`src/rtl/hbos_pkg.sv`:
```
// Package for the hierarchical bitmap ordered set: types, constants, microcode ROM, pickers.
`default_nettype none

package hbos_pkg;

  // Key universe split into groups of offsets
  localparam int KEY_BITS    = 8;
  localparam int LOW_BITS    = KEY_BITS / 2;
  localparam int HIGH_BITS   = KEY_BITS - LOW_BITS;
  localparam int GROUP_SIZE  = 1 << LOW_BITS;
  localparam int GROUP_COUNT = 1 << HIGH_BITS;

  // Stream widths
  localparam int REQ_W       = 3;
  localparam int IN_DATA_W   = 8;
  localparam int OUT_KEY_W   = 8;
  localparam int OUT_DATA_W  = 16;

  // Microprogram
  localparam int UPC_W       = 5;
  localparam int PROG_LEN    = 19;

  typedef logic [GROUP_SIZE-1:0]  row_t;
  typedef logic [GROUP_COUNT-1:0] sum_t;
  typedef logic [LOW_BITS-1:0]    ofs_t;
  typedef logic [HIGH_BITS-1:0]   grp_t;
  typedef logic [KEY_BITS-1:0]    key_t;
  typedef logic [UPC_W-1:0]       upc_t;

  // Request codes
  typedef enum logic [REQ_W-1:0] {
    REQ_INSERT = 3'd0,
    REQ_DELETE = 3'd1,
    REQ_MEMBER = 3'd2,
    REQ_MIN    = 3'd3,
    REQ_MAX    = 3'd4,
    REQ_SUCC   = 3'd5,
    REQ_PRED   = 3'd6
  } req_e;

  // Micro-operations
  typedef enum logic [2:0] {
    U_NONE   = 3'd0,  // finish, nothing found
    U_RD_KEY = 3'd1,  // read the key's group row
    U_RD_SUM = 3'd2,  // search summary, read chosen row
    U_WR_INS = 3'd3,  // set key bit, write row back
    U_WR_DEL = 3'd4,  // clear key bit, write row back
    U_MEMB   = 3'd5,  // report key bit
    U_SCAN   = 3'd6   // search row just read
  } uop_e;

  typedef struct packed {
    uop_e op;
    logic down;    // search toward lower keys
    logic masked;  // restrict search to beyond the key
    logic jmp_en;  // on a miss, jump instead of finishing
    upc_t jmp;
  } cword_t;

  typedef struct packed {
    logic hit;
    ofs_t idx;
  } ofs_hit_t;

  typedef struct packed {
    logic hit;
    grp_t idx;
  } grp_hit_t;

  // Program entry points
  localparam upc_t E_INS   = 5'd0;
  localparam upc_t E_DEL   = 5'd2;
  localparam upc_t E_MEM   = 5'd4;
  localparam upc_t E_MIN   = 5'd6;
  localparam upc_t E_MAX   = 5'd8;
  localparam upc_t E_SUCC  = 5'd10;
  localparam upc_t E_SUCC2 = 5'd12;
  localparam upc_t E_PRED  = 5'd14;
  localparam upc_t E_PRED2 = 5'd16;
  localparam upc_t E_BAD   = 5'd18;

  function automatic cword_t mk(uop_e op, logic down, logic masked, logic jmp_en, upc_t jmp);
    cword_t c;
    c.op     = op;
    c.down   = down;
    c.masked = masked;
    c.jmp_en = jmp_en;
    c.jmp    = jmp;
    return c;
  endfunction

  // Control store
  function automatic cword_t ucode_rom(upc_t a);
    cword_t c;
    c = mk(U_NONE, 1'b0, 1'b0, 1'b0, E_INS);
    case (a)
      5'd0:  c = mk(U_RD_KEY, 1'b0, 1'b0, 1'b0, E_INS);
      5'd1:  c = mk(U_WR_INS, 1'b0, 1'b0, 1'b0, E_INS);
      5'd2:  c = mk(U_RD_KEY, 1'b0, 1'b0, 1'b0, E_INS);
      5'd3:  c = mk(U_WR_DEL, 1'b0, 1'b0, 1'b0, E_INS);
      5'd4:  c = mk(U_RD_KEY, 1'b0, 1'b0, 1'b0, E_INS);
      5'd5:  c = mk(U_MEMB,   1'b0, 1'b0, 1'b0, E_INS);
      5'd6:  c = mk(U_RD_SUM, 1'b0, 1'b0, 1'b0, E_INS);
      5'd7:  c = mk(U_SCAN,   1'b0, 1'b0, 1'b0, E_INS);
      5'd8:  c = mk(U_RD_SUM, 1'b1, 1'b0, 1'b0, E_INS);
      5'd9:  c = mk(U_SCAN,   1'b1, 1'b0, 1'b0, E_INS);
      5'd10: c = mk(U_RD_KEY, 1'b0, 1'b0, 1'b0, E_INS);
      5'd11: c = mk(U_SCAN,   1'b0, 1'b1, 1'b1, E_SUCC2);
      5'd12: c = mk(U_RD_SUM, 1'b0, 1'b1, 1'b0, E_INS);
      5'd13: c = mk(U_SCAN,   1'b0, 1'b0, 1'b0, E_INS);
      5'd14: c = mk(U_RD_KEY, 1'b0, 1'b0, 1'b0, E_INS);
      5'd15: c = mk(U_SCAN,   1'b1, 1'b1, 1'b1, E_PRED2);
      5'd16: c = mk(U_RD_SUM, 1'b1, 1'b1, 1'b0, E_INS);
      5'd17: c = mk(U_SCAN,   1'b1, 1'b0, 1'b0, E_INS);
      default: c = mk(U_NONE, 1'b0, 1'b0, 1'b0, E_INS);
    endcase
    return c;
  endfunction

  // Request code to program entry
  function automatic upc_t dispatch(logic [REQ_W-1:0] req);
    upc_t e;
    e = E_BAD;
    case (req)
      REQ_INSERT: e = E_INS;
      REQ_DELETE: e = E_DEL;
      REQ_MEMBER: e = E_MEM;
      REQ_MIN:    e = E_MIN;
      REQ_MAX:    e = E_MAX;
      REQ_SUCC:   e = E_SUCC;
      REQ_PRED:   e = E_PRED;
      default:    e = E_BAD;
    endcase
    return e;
  endfunction

  // Lowest set bit, or highest when down
  function automatic ofs_hit_t row_pick(row_t v, logic down);
    ofs_hit_t r;
    r = '0;
    for (int i = 0; i < GROUP_SIZE; i++) begin
      if (v[i] && (down || !r.hit)) begin
        r.hit = 1'b1;
        r.idx = ofs_t'(i);
      end
    end
    return r;
  endfunction

  function automatic grp_hit_t sum_pick(sum_t v, logic down);
    grp_hit_t r;
    r = '0;
    for (int i = 0; i < GROUP_COUNT; i++) begin
      if (v[i] && (down || !r.hit)) begin
        r.hit = 1'b1;
        r.idx = grp_t'(i);
      end
    end
    return r;
  endfunction

endpackage

`default_nettype wire

```
`src/rtl/hierarchical_bitmap_ordered_set_unit.sv`:
```
// Ordered key set as group rows plus a summary word, run by a microcoded sequencer.
// Microsteps: 1 to 4 per request (insert/delete/member 2, min/max 1 or 2, successor/
// predecessor 2 to 4, unused code 1); result registered on the last step, which stalls on a held result.
// A new request is taken only once the previous one has finished; each step does at most one
// row read or one row write on the single-port group row memory.
// Reset: rst_ni clears the summary, the per-row valid bits and all control state,
// so the set is empty at once; no clearing pass.
`default_nettype none

module hierarchical_bitmap_ordered_set_unit (
  input  wire logic                                 clk_i,
  input  wire logic                                 rst_ni,
  input  wire logic                                 s_axis_tvalid,
  output logic                                      s_axis_tready,
  input  wire logic [hbos_pkg::IN_DATA_W-1:0]       s_axis_tdata,   // [7:0] key
  input  wire logic [hbos_pkg::REQ_W-1:0]           s_axis_tuser,   // [2:0] req_type
  output logic                                      m_axis_tvalid,
  input  wire logic                                 m_axis_tready,
  output logic [hbos_pkg::OUT_DATA_W-1:0]           m_axis_tdata,   // [7:0] result_key,
                                                                    // [8] set_nonempty
  output logic                                      m_axis_tuser    // [0] found
);
  import hbos_pkg::*;

  // Sequencer state
  logic     busy_q, busy_d;
  upc_t     upc_q, upc_d;
  key_t     key_q;
  grp_t     grp_q, grp_d;
  sum_t     sum_q, sum_d;
  sum_t     row_valid_q;

  // Row memory and registered read port
  row_t     row_mem [GROUP_COUNT];
  row_t     rd_row_q;
  logic     rd_valid_q;
  logic     rd_en;
  grp_t     rd_addr;
  logic     wr_en;
  row_t     wr_row;

  // Result register
  logic     out_valid_q;
  logic     found_q;
  logic [OUT_KEY_W-1:0] res_key_q;
  logic     nonempty_q;

  // Step decode
  cword_t   cw;
  row_t     row_cur, row_bit, row_up, row_dn, scan_row;
  sum_t     sum_up, sum_dn, scan_sum;
  ofs_t     key_ofs;
  grp_t     key_grp;
  ofs_hit_t rp;
  grp_hit_t sp;
  logic     fin, fin_found;
  key_t     fin_key;
  logic     out_free, advance;

  assign cw      = ucode_rom(upc_q);
  assign key_ofs = key_q[LOW_BITS-1:0];
  assign key_grp = key_q[KEY_BITS-1:LOW_BITS];
  assign row_cur = rd_valid_q ? rd_row_q : '0;
  assign row_bit = row_t'(1) << key_ofs;

  // Search windows strictly beyond the key
  assign row_up   = row_t'(row_t'(~row_t'(0) << key_ofs) << 1);
  assign row_dn   = ~row_t'(~row_t'(0) << key_ofs);
  assign sum_up   = sum_t'(sum_t'(~sum_t'(0) << key_grp) << 1);
  assign sum_dn   = ~sum_t'(~sum_t'(0) << key_grp);
  assign scan_row = cw.masked ? (row_cur & (cw.down ? row_dn : row_up)) : row_cur;
  assign scan_sum = cw.masked ? (sum_q & (cw.down ? sum_dn : sum_up)) : sum_q;
  assign rp       = row_pick(scan_row, cw.down);
  assign sp       = sum_pick(scan_sum, cw.down);

  assign out_free = !out_valid_q || m_axis_tready;

  // Datapath control from the current control word
  always_comb begin
    fin       = 1'b0;
    fin_found = 1'b0;
    fin_key   = '0;
    rd_en     = 1'b0;
    rd_addr   = key_grp;
    wr_en     = 1'b0;
    wr_row    = row_cur;
    grp_d     = grp_q;
    upc_d     = upc_q + upc_t'(1);
    sum_d     = sum_q;
    unique case (cw.op)
      U_RD_KEY: begin
        rd_en   = 1'b1;
        rd_addr = key_grp;
        grp_d   = key_grp;
      end
      U_RD_SUM: begin
        if (sp.hit) begin
          rd_en   = 1'b1;
          rd_addr = sp.idx;
          grp_d   = sp.idx;
        end else begin
          fin = 1'b1;
        end
      end
      U_WR_INS: begin
        wr_en        = 1'b1;
        wr_row       = row_cur | row_bit;
        sum_d[grp_q] = 1'b1;
        fin          = 1'b1;
        fin_found    = |(row_cur & row_bit);
      end
      U_WR_DEL: begin
        wr_en        = 1'b1;
        wr_row       = row_cur & ~row_bit;
        sum_d[grp_q] = |(row_cur & ~row_bit);
        fin          = 1'b1;
        fin_found    = |(row_cur & row_bit);
      end
      U_MEMB: begin
        fin       = 1'b1;
        fin_found = |(row_cur & row_bit);
      end
      U_SCAN: begin
        if (rp.hit) begin
          fin       = 1'b1;
          fin_found = 1'b1;
          fin_key   = {grp_q, rp.idx};
        end else if (cw.jmp_en) begin
          upc_d = cw.jmp;
        end else begin
          fin = 1'b1;
        end
      end
      U_NONE: begin
        fin = 1'b1;
      end
      default: begin
        fin = 1'b1;
      end
    endcase
  end

  // A finishing step waits for room in the result register
  assign advance       = busy_q && (!fin || out_free);
  assign s_axis_tready = !busy_q;

  always_comb begin
    busy_d = busy_q;
    if (s_axis_tvalid && s_axis_tready) begin
      busy_d = 1'b1;
    end else if (advance && fin) begin
      busy_d = 1'b0;
    end
  end

  // Control registers
  always_ff @(posedge clk_i or negedge rst_ni) begin
    if (!rst_ni) begin
      busy_q      <= 1'b0;
      upc_q       <= '0;
      sum_q       <= '0;
      row_valid_q <= '0;
      rd_valid_q  <= 1'b0;
      out_valid_q <= 1'b0;
    end else begin
      busy_q <= busy_d;
      if (s_axis_tvalid && s_axis_tready) begin
        upc_q <= dispatch(s_axis_tuser);
      end else if (advance) begin
        upc_q <= upc_d;
      end
      if (advance) begin
        sum_q <= sum_d;
        if (wr_en) begin
          row_valid_q[grp_q] <= 1'b1;
        end
        if (rd_en) begin
          rd_valid_q <= row_valid_q[rd_addr];
        end
      end
      if (advance && fin) begin
        out_valid_q <= 1'b1;
      end else if (m_axis_tready) begin
        out_valid_q <= 1'b0;
      end
    end
  end

  // Payload registers
  always_ff @(posedge clk_i) begin
    if (s_axis_tvalid && s_axis_tready) begin
      key_q <= key_t'(s_axis_tdata);
    end
    if (advance) begin
      grp_q <= grp_d;
    end
    if (advance && fin) begin
      found_q    <= fin_found;
      res_key_q  <= OUT_KEY_W'(fin_key);
      nonempty_q <= |sum_d;
    end
  end

  // Group row memory, one access per step
  always_ff @(posedge clk_i) begin
    if (advance && wr_en) begin
      row_mem[grp_q] <= wr_row;
    end
    if (advance && rd_en) begin
      rd_row_q <= row_mem[rd_addr];
    end
  end

  assign m_axis_tvalid = out_valid_q;
  assign m_axis_tuser  = found_q;
  assign m_axis_tdata  = {{(OUT_DATA_W-OUT_KEY_W-1){1'b0}}, nonempty_q, res_key_q};

  // Checks
  a_accept_busy: assert property (@(posedge clk_i) disable iff (!rst_ni)
    (s_axis_tvalid && s_axis_tready) |=> busy_q)
    else $error("request accepted but sequencer not busy");

  a_empty_key: assert property (@(posedge clk_i) disable iff (!rst_ni)
    (m_axis_tvalid && !m_axis_tuser) |-> (m_axis_tdata[OUT_KEY_W-1:0] == '0))
    else $error("result key not zero on empty answer");

  a_summary_del: assert property (@(posedge clk_i) disable iff (!rst_ni)
    (advance && cw.op == U_WR_DEL) |=> (sum_q[$past(grp_q)] == (|$past(wr_row))))
    else $error("summary bit disagrees with row after delete");

  a_upc_range: assert property (@(posedge clk_i) disable iff (!rst_ni)
    busy_q |-> (upc_q < upc_t'(PROG_LEN)))
    else $error("microprogram counter out of range");

endmodule

`default_nettype wire
```
`config.mk`:
```
export PLATFORM = sky130hd
export DESIGN_NAME = hierarchical_bitmap_ordered_set_unit
export DESIGN_NICKNAME = d
export VERILOG_FILES = /design/src/rtl/hbos_pkg.sv /design/src/rtl/hierarchical_bitmap_ordered_set_unit.sv
export SDC_FILE = /design/constraint.sdc
export NUM_CORES = 1
export LEC_CHECK = 0
export BUFFER_PORTS_ARGS = -buffer_cell sky130_fd_sc_hd__buf_4
export CORE_MARGIN = 2
export CORE_UTILIZATION = 45
export CTS_BUF_LIST = sky130_fd_sc_hd__clkbuf_8
export DETAILED_ROUTE_END_ITERATION = 6
export GPL_ROUTABILITY_DRIVEN = 0
export GPL_TIMING_DRIVEN = 0
export PLACE_DENSITY = 0.67
export SLEW_MARGIN = 20
export SYNTH_ARGS = -nofsm -noshare
export SYNTH_HDL_FRONTEND = slang
export SYNTH_SLANG_ARGS = --single-unit
```
`constraint.sdc`:
```
create_clock -name clk_i -period 6.15 [get_ports clk_i]
set_clock_uncertainty 0.05 [all_clocks]
set_input_delay 0.3075 -clock clk_i [delete_from_list [all_inputs] [get_ports clk_i]]
set_output_delay 0.3075 -clock clk_i [all_outputs]
set_load 0.005 [all_outputs]
```
### Yosys cells after proc, flatten, opt, wreduce, memory -nomap -nowiden

Memories as Yosys holds them, arrays and structs flattened. A register that Yosys moved wholly into a read port is not among the register bits.
Index checks and enable logic that the tools add are counted.
W data, S select, Z words.

* multiplexer cells: 69
* order comparisons: 3
* shifts and indexed selects: 3
* bitwise logic cells: 10
* reduce and logical (&&, ||, !) cells: 115
* equality and inequality tests: 13
* add/sub/neg operators: 1

Operator list (count)
* $mux W5: 37
* $mux W16: 5
* $and A16 B16 Y16: 4
* $pmux W16 S2: 2
* $not A16 Y16: 3
* $or A16 B16 Y16: 3
* $reduce_or A16 Y1: 3
* $logic_and A1 B1 Y1: 36
* $pmux W5 S7: 1
* $logic_not A1 Y1: 33
* $logic_or A1 B1 Y1: 32
* $shl A16 B4 Y16 const A: 2
* $eq A3 B3 Y1 const B: 6
* $bwmux W16: 1
* $shl A1 B4 Y16 const A: 1
* $mux W1: 14
* $eq A3 B2 Y1 const B: 4
* $mux W4: 3
* $lt A4 B5 Y1 const B: 2
* $pmux W4 S2: 1
* $reduce_bool A2 Y1: 4
* $eq A3 B1 Y1 const B: 2
* $reduce_and A2 Y1: 3
* $add A5 B1 Y5 const B: 1
* 10 further kinds: 11

* flip-flop bits (word level): 62
* bits in read-only memories: 288
* input bits: 15
* RAM bits: 256
* memories kept: 2

Memories
* (no name shown): words 32, width 9, read ports 1, clocked after Yosys merged registers in 0, write ports 0, line hbos_pkg.sv:96 `case (a)`
* row_mem: words 16, width 16, read ports 1, clocked after Yosys merged registers in 1, write ports 1, line hierarchical_bitmap_ordered_set_unit.sv:34 `row_t row_mem [GROUP_COUNT];`

### Logic depth before layout (Yosys ltp)

Gate-level depths: netlist of the first run.

* depth after elaboration: 74
* depth in mapped cells: 19
* gate-level depth less buffers: 13

### Worst setup path after synthesis of the first run

OpenSTA, ideal clock, no wires.

* path type: reg2reg
* start: register upc_q[1]
* end: register sum_q[14]
* cell stages (with the launch flop): 16
* slack: 1.194 ns
* required time: 5.975 ns
* buffers on the path: 3
* arrival time: 4.781 ns
* cells stage by stage: dfrtp_1 -> buf_2 -> inv_1 -> ha_1 -> nand4bb_1 -> nand3_1 -> clkbuf_1 -> o221ai_1 -> a32o_1 -> nor4_4 -> a31oi_1 -> a221o_1 -> or2_2 -> clkbuf_1 -> nor2_1 -> mux2_2

* longest elaborated chain between the ends: 70
* elaborated cells between the ends (all ways): 142
* classes of those cells: 5 x eq/ne; 41 x mux; 2 x bitwise; 93 x reduce/logical; 1 x memory

Ends and longest elaborated chain
* start: declaration: line hierarchical_bitmap_ordered_set_unit.sv:27 `upc_t upc_q, upc_d;`
* start signal: assignment: line hierarchical_bitmap_ordered_set_unit.sv:168 `upc_q <= dispatch(s_axis_tuser);`
* start signal: assignment: line hierarchical_bitmap_ordered_set_unit.sv:170 `upc_q <= upc_d;`
* $mem_v2 Z32 W9 *
* $mux W16, on equally long branches: line hierarchical_bitmap_ordered_set_unit.sv:71, hierarchical_bitmap_ordered_set_unit.sv:72
* $and A16 B16 Y16, on equally long branches: line hierarchical_bitmap_ordered_set_unit.sv:71, hierarchical_bitmap_ordered_set_unit.sv:72
* $mux W16, on equally long branches: line hierarchical_bitmap_ordered_set_unit.sv:71, hierarchical_bitmap_ordered_set_unit.sv:72
* $mux W5, on equally long branches: line hbos_pkg.sv:142, hbos_pkg.sv:154
* $logic_not A1 Y1, on equally long branches: line hbos_pkg.sv:142, hbos_pkg.sv:154
* $logic_or A1 B1 Y1, on equally long branches: line hbos_pkg.sv:142, hbos_pkg.sv:154
* $logic_and A1 B1 Y1, on equally long branches: line hbos_pkg.sv:142, hbos_pkg.sv:154
* [... 54 more ...]
* $logic_or A1 B1 Y1, on equally long branches: line hbos_pkg.sv:142, hbos_pkg.sv:154
* $logic_and A1 B1 Y1, on equally long branches: line hbos_pkg.sv:142, hbos_pkg.sv:154
* $mux W5, on equally long branches: line hbos_pkg.sv:142, hbos_pkg.sv:154
* $mux W1, on equally long branches: line hierarchical_bitmap_ordered_set_unit.sv:124, hierarchical_bitmap_ordered_set_unit.sv:97
* $pmux W1 S3: line hierarchical_bitmap_ordered_set_unit.sv:90 `unique case (cw.op)`
* $logic_not A1 Y1: line hierarchical_bitmap_ordered_set_unit.sv:144 `assign advance = busy_q && (!fin || out_free);`
* $logic_or A1 B1 Y1: line hierarchical_bitmap_ordered_set_unit.sv:144
* $logic_and A1 B1 Y1: line hierarchical_bitmap_ordered_set_unit.sv:144
* end signal: assignment: line hierarchical_bitmap_ordered_set_unit.sv:173 `sum_q <= sum_d;`
* end: declaration: line hierarchical_bitmap_ordered_set_unit.sv:30 `sum_t sum_q, sum_d;`

Every way passes the cells marked *; elsewhere a longest branch is shown, timed or not.
A chain may end at the register's enable or synchronous reset.

### Worst setup path in the final report of the first run

* start: register upc_q[1]
* end: register rd_row_q[10] (read register of row_mem) (data pin)

* longest elaborated chain between the ends: 71
* elaborated cells between the ends (all ways): 144
* classes of those cells: 3 x eq/ne; 44 x mux; 2 x bitwise; 94 x reduce/logical; 1 x memory

Ends and longest elaborated chain
* $mem_v2 Z32 W9 *
* $mux W16, on equally long branches: line hierarchical_bitmap_ordered_set_unit.sv:71, hierarchical_bitmap_ordered_set_unit.sv:72
* $and A16 B16 Y16, on equally long branches: line hierarchical_bitmap_ordered_set_unit.sv:71, hierarchical_bitmap_ordered_set_unit.sv:72
* $mux W16, on equally long branches: line hierarchical_bitmap_ordered_set_unit.sv:71, hierarchical_bitmap_ordered_set_unit.sv:72
* $mux W5, on equally long branches: line hbos_pkg.sv:142, hbos_pkg.sv:154
* $logic_not A1 Y1, on equally long branches: line hbos_pkg.sv:142, hbos_pkg.sv:154
* $logic_or A1 B1 Y1, on equally long branches: line hbos_pkg.sv:142, hbos_pkg.sv:154
* $logic_and A1 B1 Y1, on equally long branches: line hbos_pkg.sv:142, hbos_pkg.sv:154
* [... 55 more ...]
* $logic_and A1 B1 Y1, on equally long branches: line hbos_pkg.sv:142, hbos_pkg.sv:154
* $mux W5, on equally long branches: line hbos_pkg.sv:142, hbos_pkg.sv:154
* $mux W1, on equally long branches: line hierarchical_bitmap_ordered_set_unit.sv:124, hierarchical_bitmap_ordered_set_unit.sv:97
* $pmux W1 S3: line hierarchical_bitmap_ordered_set_unit.sv:90
* $logic_not A1 Y1: line hierarchical_bitmap_ordered_set_unit.sv:144
* $logic_or A1 B1 Y1: line hierarchical_bitmap_ordered_set_unit.sv:144
* $logic_and A1 B1 Y1: line hierarchical_bitmap_ordered_set_unit.sv:144
* $logic_and A1 B1 Y1: line hierarchical_bitmap_ordered_set_unit.sv:209 `if (advance && rd_en) begin`
* end: declaration: line hierarchical_bitmap_ordered_set_unit.sv:35 `row_t rd_row_q;`

Marks and branches as above.

==> results.txt, run 1 <==
----------------------------------------------------
[Die]
  Die outline width ... around 200 um
  Top-level port count ... 34
  Placeable core region ... around 37000 um^2
  Area of the die ... approximately 40000 um^2
  Count of standard-cell rows ... 70
  Die span in y ... approximately 200 um
  Starting density of the core ... 0.4584

[Finish]
  Antenna fix cells ... 0
  Number of fillers in the final layout ... roughly 3100
  Final layout net count ... 1554
  Area added between synthesis and finish ... 14.16%
  Final core utilization ... 0.5233
  Layout cells sized above 1 ... 0.1640
  Final non-filler cell total ... slightly above 2000

[Detailed routing]
  WL met2 ... 21540 um
  Post-route antenna net violation count ... 0
  Routed wire length per instance ... roughly 23 um
  Final wirelength ... ~48000 um
  Wire length the detailed router placed on met1 ... 20430 um
  Vias ... 13020
  Detailed Route Iter0 Violations ... 1366
  First-pass iteration count of the detailed router ... 6
  Drt drc ... 0
  Met3 wirelength from detailed routing ... 4161 um
  Via-per-instance ratio ... 6.378
  Highest signal layer in the routed design ... met4

[Worst hold path]
  Cell depth of the worst hold path ... 5
  Hold WC Path Type ... in -> reg
  Destination of the worst hold path ... upc_q[0]
  Worst hold start ... s_axis_tvalid

[Logic synthesis]
  Cell type with the highest aggregate area in the netlist ... sky130_fd_sc_hd__edfxtp_1
  Count of flip-flops with a built-in enable after synthesis ... approximately 290
  Async set or reset register ratio after synthesis ... 0.1198
  Synthesis Warnings ... 0
  Synth area leaders ... sky130_fd_sc_hd__edfxtp_1 52%, sky130_fd_sc_hd__dfrtp_1 5.9%, sky130_fd_sc_hd__mux2i_1 5.2%, sky130_fd_sc_hd__a211oi_1 3.8%, sky130_fd_sc_hd__nand3_1 2.4%
  Netlist area before placement ... about 17000 um^2
  Number of synthesized register bits ... around 330
  Synth cell types ... 91
  Gate count after technology mapping ... between 1000 and 1500
  Most instantiated flip-flop cell in the synthesis netlist ... sky130_fd_sc_hd__edfxtp_1
  Fraction of post-synthesis cell area in the top cell type by area ... 0.5235
  Syn avg cell area ... between 10 and 15 um^2
  Sequential fraction of the synthesis area ... 0.5829

[Clock tree]
  Num CTS Buffers ... between 50 and 60
  Total number of H-tree levels ... 2
  TritonCTS clock tree ... yes
  Root buf cell ... sky130_fd_sc_hd__clkbuf_8
  Insertion delay to the later sink of the worst-skew pair ... around 670 ps
  Clock tree buffer depth ... 3
  Clock sinks ... approximately 330
  Clock transition at path regs ... around 60 ps

[STA]
  Pin slew with the least headroom to its limit ... between 1000 and 1500 ps
  Max Slew Vio Count ... 0
  Setup repair after global routing missed its margin ... false
  Final Hold Fails ... 0
  Shortest period the worst path allows ... 5879 ps
  Max Clk Rate ... around 170 MHz
  Setup-failing EPs final ... 0
  Worst hold slack after final layout ... between 80 and 90 ps
  Worst relative slew slack ... 0.3016
  Final worst-path cycle share ... 0.9559

[Power and ir drop]
  Post-layout total power ... 11.20 mW
  Peak ir drop on the vdd network ... 0.2958 mV
  Leak ... approximately 6.7 nW
  Power density over the cells ... between 500 and 600 nW/um^2

[Worst setup path]
  CP peak stage delay ... between 800 and 900 ps
  Endpoint class of the critical path ... flip-flop
  Cell type group with the largest total delay on the critical path ... buffers and inverters
  Arrival time worst endpoint ... around 6200 ps
  Setup CP Type ... reg -> reg
  Worst Setup Start Kind ... flip-flop
  Worst reg2reg path depth ... 17
  Maximum net fanout on the critical path ... 10
  CP Cell Sequence ... buf_2 -> inv_1 -> ha_1 -> nand4bb_1 -> and3_4 -> buf_6 -> clkbuf_1 -> buf_2 -> o21ai_0 -> nand2_1 -> o21ai_0 -> o211ai_1 -> clkbuf_1 -> a2111oi_0 -> a211oi_1 -> a211oi_1 -> or4_1
  Register-to-register path setup slack ... ~270 ps
  Crit path buf inv count ... 6
  Crit-path slowest cell ... sky130_fd_sc_hd__o211ai_1
  Startpoint of the worst register-to-register path ... upc_q[1]
  Reg-to-reg critical path endpoint ... rd_row_q[10]
  Data required time at the worst endpoint ... roughly 6400 ps

[Global route]
  Wire length of the first global-routing pass ... approximately 73000 um
  Largest net degree at the start of global routing ... just over 40
  Number of antenna violations at the first check in global routing ... 0
  Number of global-route vias before repair ... between 10000 and 15000
  Overall routing resource usage ... 0.2450
  Global route total overflow ... 0

[Placement]
  Count of port buffers added during placement ... 26
  Final HPWL from detailed placement ... between 30000 and 40000 um
  Placed Cells incl. Taps ... about 1900

[Run]
  Max-cap violations ... 0

[Run status]
  Result of the run ... completed

----------------------------------------------------
==> final cells by class <==
cell class	count	area, um^2	share of cell area
flip-flops and latches	334	9829	0.5106
multi-input cells	900	6404	0.3326
clock buffers	53	729.5	0.03789
repair buffers	67	641.9	0.03334
plain buffers	123	608.1	0.03159
well taps	468	585.6	0.03042
clock inverters	44	257.7	0.01339
inverters	52	195.2	0.01014
==> per-layer routing <==
metal  track usage  vias to the layer above
li1              -                     5806
met2        0.3845                      692
met3       0.04439                      121
met1        0.3398                     6399
met4       0.09301                        0
met5             0                        -
==> cell usage in the layout (no fill, tap or decap), drive strengths merged, types with 10 or more instances in the layout <==
cell type | synthesis | layout
edfxtp | 294 | 294
buf | 67 | 119
clkbuf | 56 | 109
mux2i | 88 | 88
a211oi | 86 | 86
nand3 | 83 | 83
nor2 | 75 | 75
inv | 52 | 69
nand2 | 65 | 65
a21oi | 48 | 48
o21ai | 41 | 41
dfrtp | 40 | 40
a2111oi | 37 | 37
a32oi | 33 | 33
or2 | 29 | 29
clkinv | 0 | 24
nor3 | 23 | 23
o22ai | 22 | 22
and2 | 16 | 16
or4 | 16 | 16
dlygate4sd3 | 0 | 15
nand2b | 13 | 13
o22a | 13 | 13
a31oi | 11 | 11
o31ai | 11 | 11
nor2b | 10 | 10
o211ai | 10 | 10
o32ai | 10 | 10
==> flip-flops by register name (all words and copies together), names as in the netlist, 4 cells and up <==
| register | count |
|---|---|
| sum_q | 16 |
| row_valid_q | 16 |
| upc_q | 5 |
| grp_q | 4 |
| res_key_q | 8 |
| key_q | 8 |
| rd_row_q | 16 |
| row_mem | 256 |
==> report_power, final <==
part	switching [mW]	internal, mW
Sequential	0.241	3.19
Combinational	4.02	1.94
Clock	0.905	0.899
==> stage by stage <==
stage | instance area [um^2] | TNS [ps] | worst slack [ps]
after CTS | 19200 | 0 | 241.0
after global placement | 17670 | -98470 | -606.4
final | 19250 | 0 | 271.1
after detailed placement | 18060 | 0 | 248.2
after floorplan | 16890 | 0 | 1194
after global routing | 19250 | 0 | 6.207
==> cells by family after synthesis <==
kind of cell	after synthesis	share of synthesized area
adders and majority gates	8	0.005936
AOI/OAI and AO/OA	413	0.1870
other	1	0.0002224
xor gates and xnor gates	2	0.002597
muxes	97	0.05824
DFF	334	0.5829
buffers and inverters	175	0.04756
and+or+nand+nor	373	0.1156
==> worst min-delay path, cell delays in order <==
cell and delay, ps:
sky130_fd_sc_hd__buf_4 110, sky130_fd_sc_hd__nor2b_1 140, sky130_fd_sc_hd__nor2_1 80, sky130_fd_sc_hd__nand2_1 50, sky130_fd_sc_hd__o21ai_0 60
==> cells in the mapped netlist, drive strengths merged (9+ instances only) <==
master,count
o22ai,22
mux2,9
a32oi,33
o21ai,41
o211ai,10
nor2,75
edfxtp,294
inv,52
a211oi,86
or4,16
o32ai,10
or2,29
buf,67
o31ai,11
and3,9
nor3,23
o22a,13
a2111oi,37
mux2i,88
nand2b,13
a31oi,11
nor2b,10
and2,16
nand2,65
a21oi,48
nand3,83
dfrtp,40
clkbuf,56
==> worst max-delay path by stage <==
| stage | startpoint | endpoint | slack (ps) | cells after the start |
|---|---|---|---|---|
| after floorplan | upc_q[1] | sum_q[14] | 1190 | 15 |
| after global placement | upc_q[1] | sum_q[7] | -610 | 15 |
| after detailed placement | upc_q[1] | sum_q[7] | 250 | 15 |
| after CTS | upc_q[1] | sum_q[7] | 240 | 15 |
| after global routing | upc_q[1] | row_mem[10][4] | 6 | 17 |
| final | upc_q[1] | rd_row_q[10] | 270 | 17 |
==> repair_timing <==
item / 4_1_cts / 5_1_grt
gates resized for setup: 0 / 4
setup buffers: 0 / 2
endpoints found under the hold margin: 53 / 0
hold buffers: 15 / 0
setup endpoints to repair: 0 / 48
Power figures use the tool's default switching activity.
==> inputs of run 2 (changes only) <==
- RECOVER_POWER: unset -> 25
==> results.txt, run 2 (synthesis gave the netlist of run 1 again) <==
----------------------------------------------------
[Run status]
  Result of the run ... finished with violations
  Violations in the final reports ... capacitance limit, slew limit

[Detailed routing]
  First-pass iteration count of the detailed router ... 6
  Routed wire length per instance ... approximately 23 um
  Final wirelength ... around 48000 um
  Vias ... about 13000
  Detailed Route Iter0 Violations ... approximately 1500
  Via-per-instance ratio ... 6.343
  Post-route antenna net violation count ... 0
  Drt drc ... 0

[Worst setup path]
  Worst setup path end ... row_mem[10][4]
  Critical Path Start ... upc_q[1]
  Arrival time worst endpoint ... between 6000 and 7000 ps
  Maximum net fanout on the critical path ... 13
  Register-to-register path setup slack ... approximately 250 ps
  Worst reg2reg path depth ... 17
  Worst Setup Start Kind ... flip-flop
  Endpoint class of the critical path ... flip-flop
  Setup CP Type ... reg -> reg
  Reg-to-reg critical path endpoint ... row_mem[10][4]
  Startpoint of the worst register-to-register path ... upc_q[1]
  Data required time at the worst endpoint ... 6450 ps

[Clock tree]
  Num CTS Buffers ... between 50 and 60
  Total number of H-tree levels ... 2
  TritonCTS clock tree ... yes
  Clock sinks ... 334
  Clock transition at path regs ... around 70 ps
  Root buf cell ... sky130_fd_sc_hd__clkbuf_8
  Clock tree buffer depth ... 3
  Insertion delay to the later sink of the worst-skew pair ... 670 ps

[Power and ir drop]
  Power density over the cells ... a little under 600 nW/um^2
  Leak ... around 6.7 nW
  Peak ir drop on the vdd network ... about 0.30 mV

[STA]
  Final sum of negative setup slack ... 0 ps
  Final Hold Fails ... 0
  Worst relative slew slack ... -0.6367
  Max Slew Vio Count ... 41
  Setup-failing EPs final ... 0
  Setup slack after layout ... 254.7 ps
  Max Clk Rate ... about 170 MHz
  Setup repair after global routing missed its margin ... false
  Pin slew with the least headroom to its limit ... around 2500 ps
  Shortest period the worst path allows ... a little under 6000 ps
  Final worst-path cycle share ... 0.9586

[Finish]
  Antenna fix cells ... 0
  Number of fillers in the final layout ... roughly 3200
  Final layout net count ... approximately 1600
  Leading cell types in the layout, fill and taps excluded ... 294 x sky130_fd_sc_hd__edfxtp_1, 88 x sky130_fd_sc_hd__mux2i_1, 86 x sky130_fd_sc_hd__a211oi_1
  Flip-flop count of the largest register after layout ... between 200 and 300
  Most common cell after layout, fill and taps aside ... sky130_fd_sc_hd__edfxtp_1
  Register with the highest flop count ... row_mem
  Layout cells sized above 1 ... 0.1577
  Area added between synthesis and finish ... 13.71%

[Worst hold path]
  Worst hold start ... s_axis_tvalid
  Hold WC Path Type ... in -> reg

[Global route]
  Number of global-route vias before repair ... 12520
  Largest net degree at the start of global routing ... just over 40
  GRT met3 Usage ... 0.04439
  Routing usage on met1 ... 0.3398
  Highest-utilization routing layer at the global route stage ... met2
  Global route total overflow ... 0
  Number of antenna violations at the first check in global routing ... 0
  Overall routing resource usage ... 0.2450
  Wire length of the first global-routing pass ... just over 70000 um
  Global-route track usage on met2 ... 0.3845

[Die]
  Top-level port count ... 34
  Starting density of the core ... 0.4584
  Count of standard-cell rows ... 70
  Die span in y ... about 200 um
  Placeable core region ... between 30000 and 40000 um^2
  Die outline width ... approximately 200 um
  Area of the die ... about 39000 um^2

[Run]
  Max-cap violations ... 1

[Placement]
  Final HPWL from detailed placement ... between 30000 and 40000 um
  Count of port buffers added during placement ... 26
  Post-Place Worst Slack ... about 250 ps

----------------------------------------------------
[run 2: cell count changes in the layout (fill, tap and decap cells not counted), moves of 2 or more]
cell,previous run,this run
sky130_fd_sc_hd__clkbuf_1,54,60
sky130_fd_sc_hd__buf_6,22,18
sky130_fd_sc_hd__o22ai_2,7,5
sky130_fd_sc_hd__clkbuf_4,0,19
sky130_fd_sc_hd__o22ai_1,15,17
sky130_fd_sc_hd__buf_4,46,25
[run 2: final cells by class]
type / count / area, um^2 / share of cell area
plain buffers: 123 / 608.1 / 0.03171
well taps: 468 / 585.6 / 0.03054
clock buffers: 53 / 729.5 / 0.03804
inverters: 52 / 195.2 / 0.01018
repair buffers: 67 / 604.3 / 0.03152
clock inverters: 44 / 257.7 / 0.01344
multi-input cells: 900 / 6366 / 0.3320
flip-flops and latches: 334 / 9829 / 0.5126
[run 2: worst min path at each step]
stage	to	slack (ps)	cells after the start
2_1_floorplan	busy_q	-40	0
3_3_place_gp	row_valid_q[9]	290	1
3_5_place_dp	row_valid_q[1]	290	1
4_1_cts	upc_q[0]	50	5
5_1_grt	upc_q[0]	120	5
6_report	upc_q[0]	90	5
[run 2: worst max-delay path: stages (launching register included)]
cell and delay, ps:
sky130_fd_sc_hd__dfrtp_1 430, sky130_fd_sc_hd__buf_2 240, sky130_fd_sc_hd__inv_1 80, sky130_fd_sc_hd__ha_1 290, sky130_fd_sc_hd__nand4bb_1 270, sky130_fd_sc_hd__and3_4 270
sky130_fd_sc_hd__buf_6 160, sky130_fd_sc_hd__clkbuf_1 280, sky130_fd_sc_hd__buf_2 310, sky130_fd_sc_hd__a311oi_1 340, sky130_fd_sc_hd__o22ai_1 170, sky130_fd_sc_hd__nor2_1 340
sky130_fd_sc_hd__a31oi_1 400, sky130_fd_sc_hd__a221o_1 670, sky130_fd_sc_hd__or3b_1 430, sky130_fd_sc_hd__clkbuf_1 240, sky130_fd_sc_hd__nor2_2 370, sky130_fd_sc_hd__buf_6 240
[run 2: timing repair]
item / 4_1_cts / 5_1_grt
setup buffers: 0 / 2
endpoints found under the hold margin: 53 / 0
endpoints found under the setup margin: 0 / 48
resized for setup: 0 / 4
hold buffers: 15 / 0
[run 2: power by group]
| part | internal, mW | switching [mW] | leakage (nW) |
|---|---|---|---|
| combinational | 1.91 | 4.00 | 3.00 |
| sequential | 3.19 | 0.241 | 3.13 |
| clock | 0.899 | 0.903 | 0.549 |
[run 2: through the flow]
stage	area, um^2	utilization	hold WS (ps)	std cells	power (mW)
2_1_floorplan	16890	-	-38.09	1409	7.196
3_3_place_gp	17670	0.4803	287.8	1903	9.006
3_5_place_dp	18060	0.4910	293.0	1927	9.244
4_1_cts	19200	0.5219	53.24	2039	11.07
5_1_grt	19180	0.5213	121.5	2041	11.69
6_report	19180	0.5213	85.65	2041	11.14
[run 2: metal layers]
metal / wire, um / part of all wire / vias to the layer above
met2: 21470 / 0.45 / 729
met3: 4603 / 0.097 / 121
li1: - / - / 5816
met5: 0 / 0 / -
met4: 1513 / 0.032 / 0
met1: 20060 / 0.42 / 6280
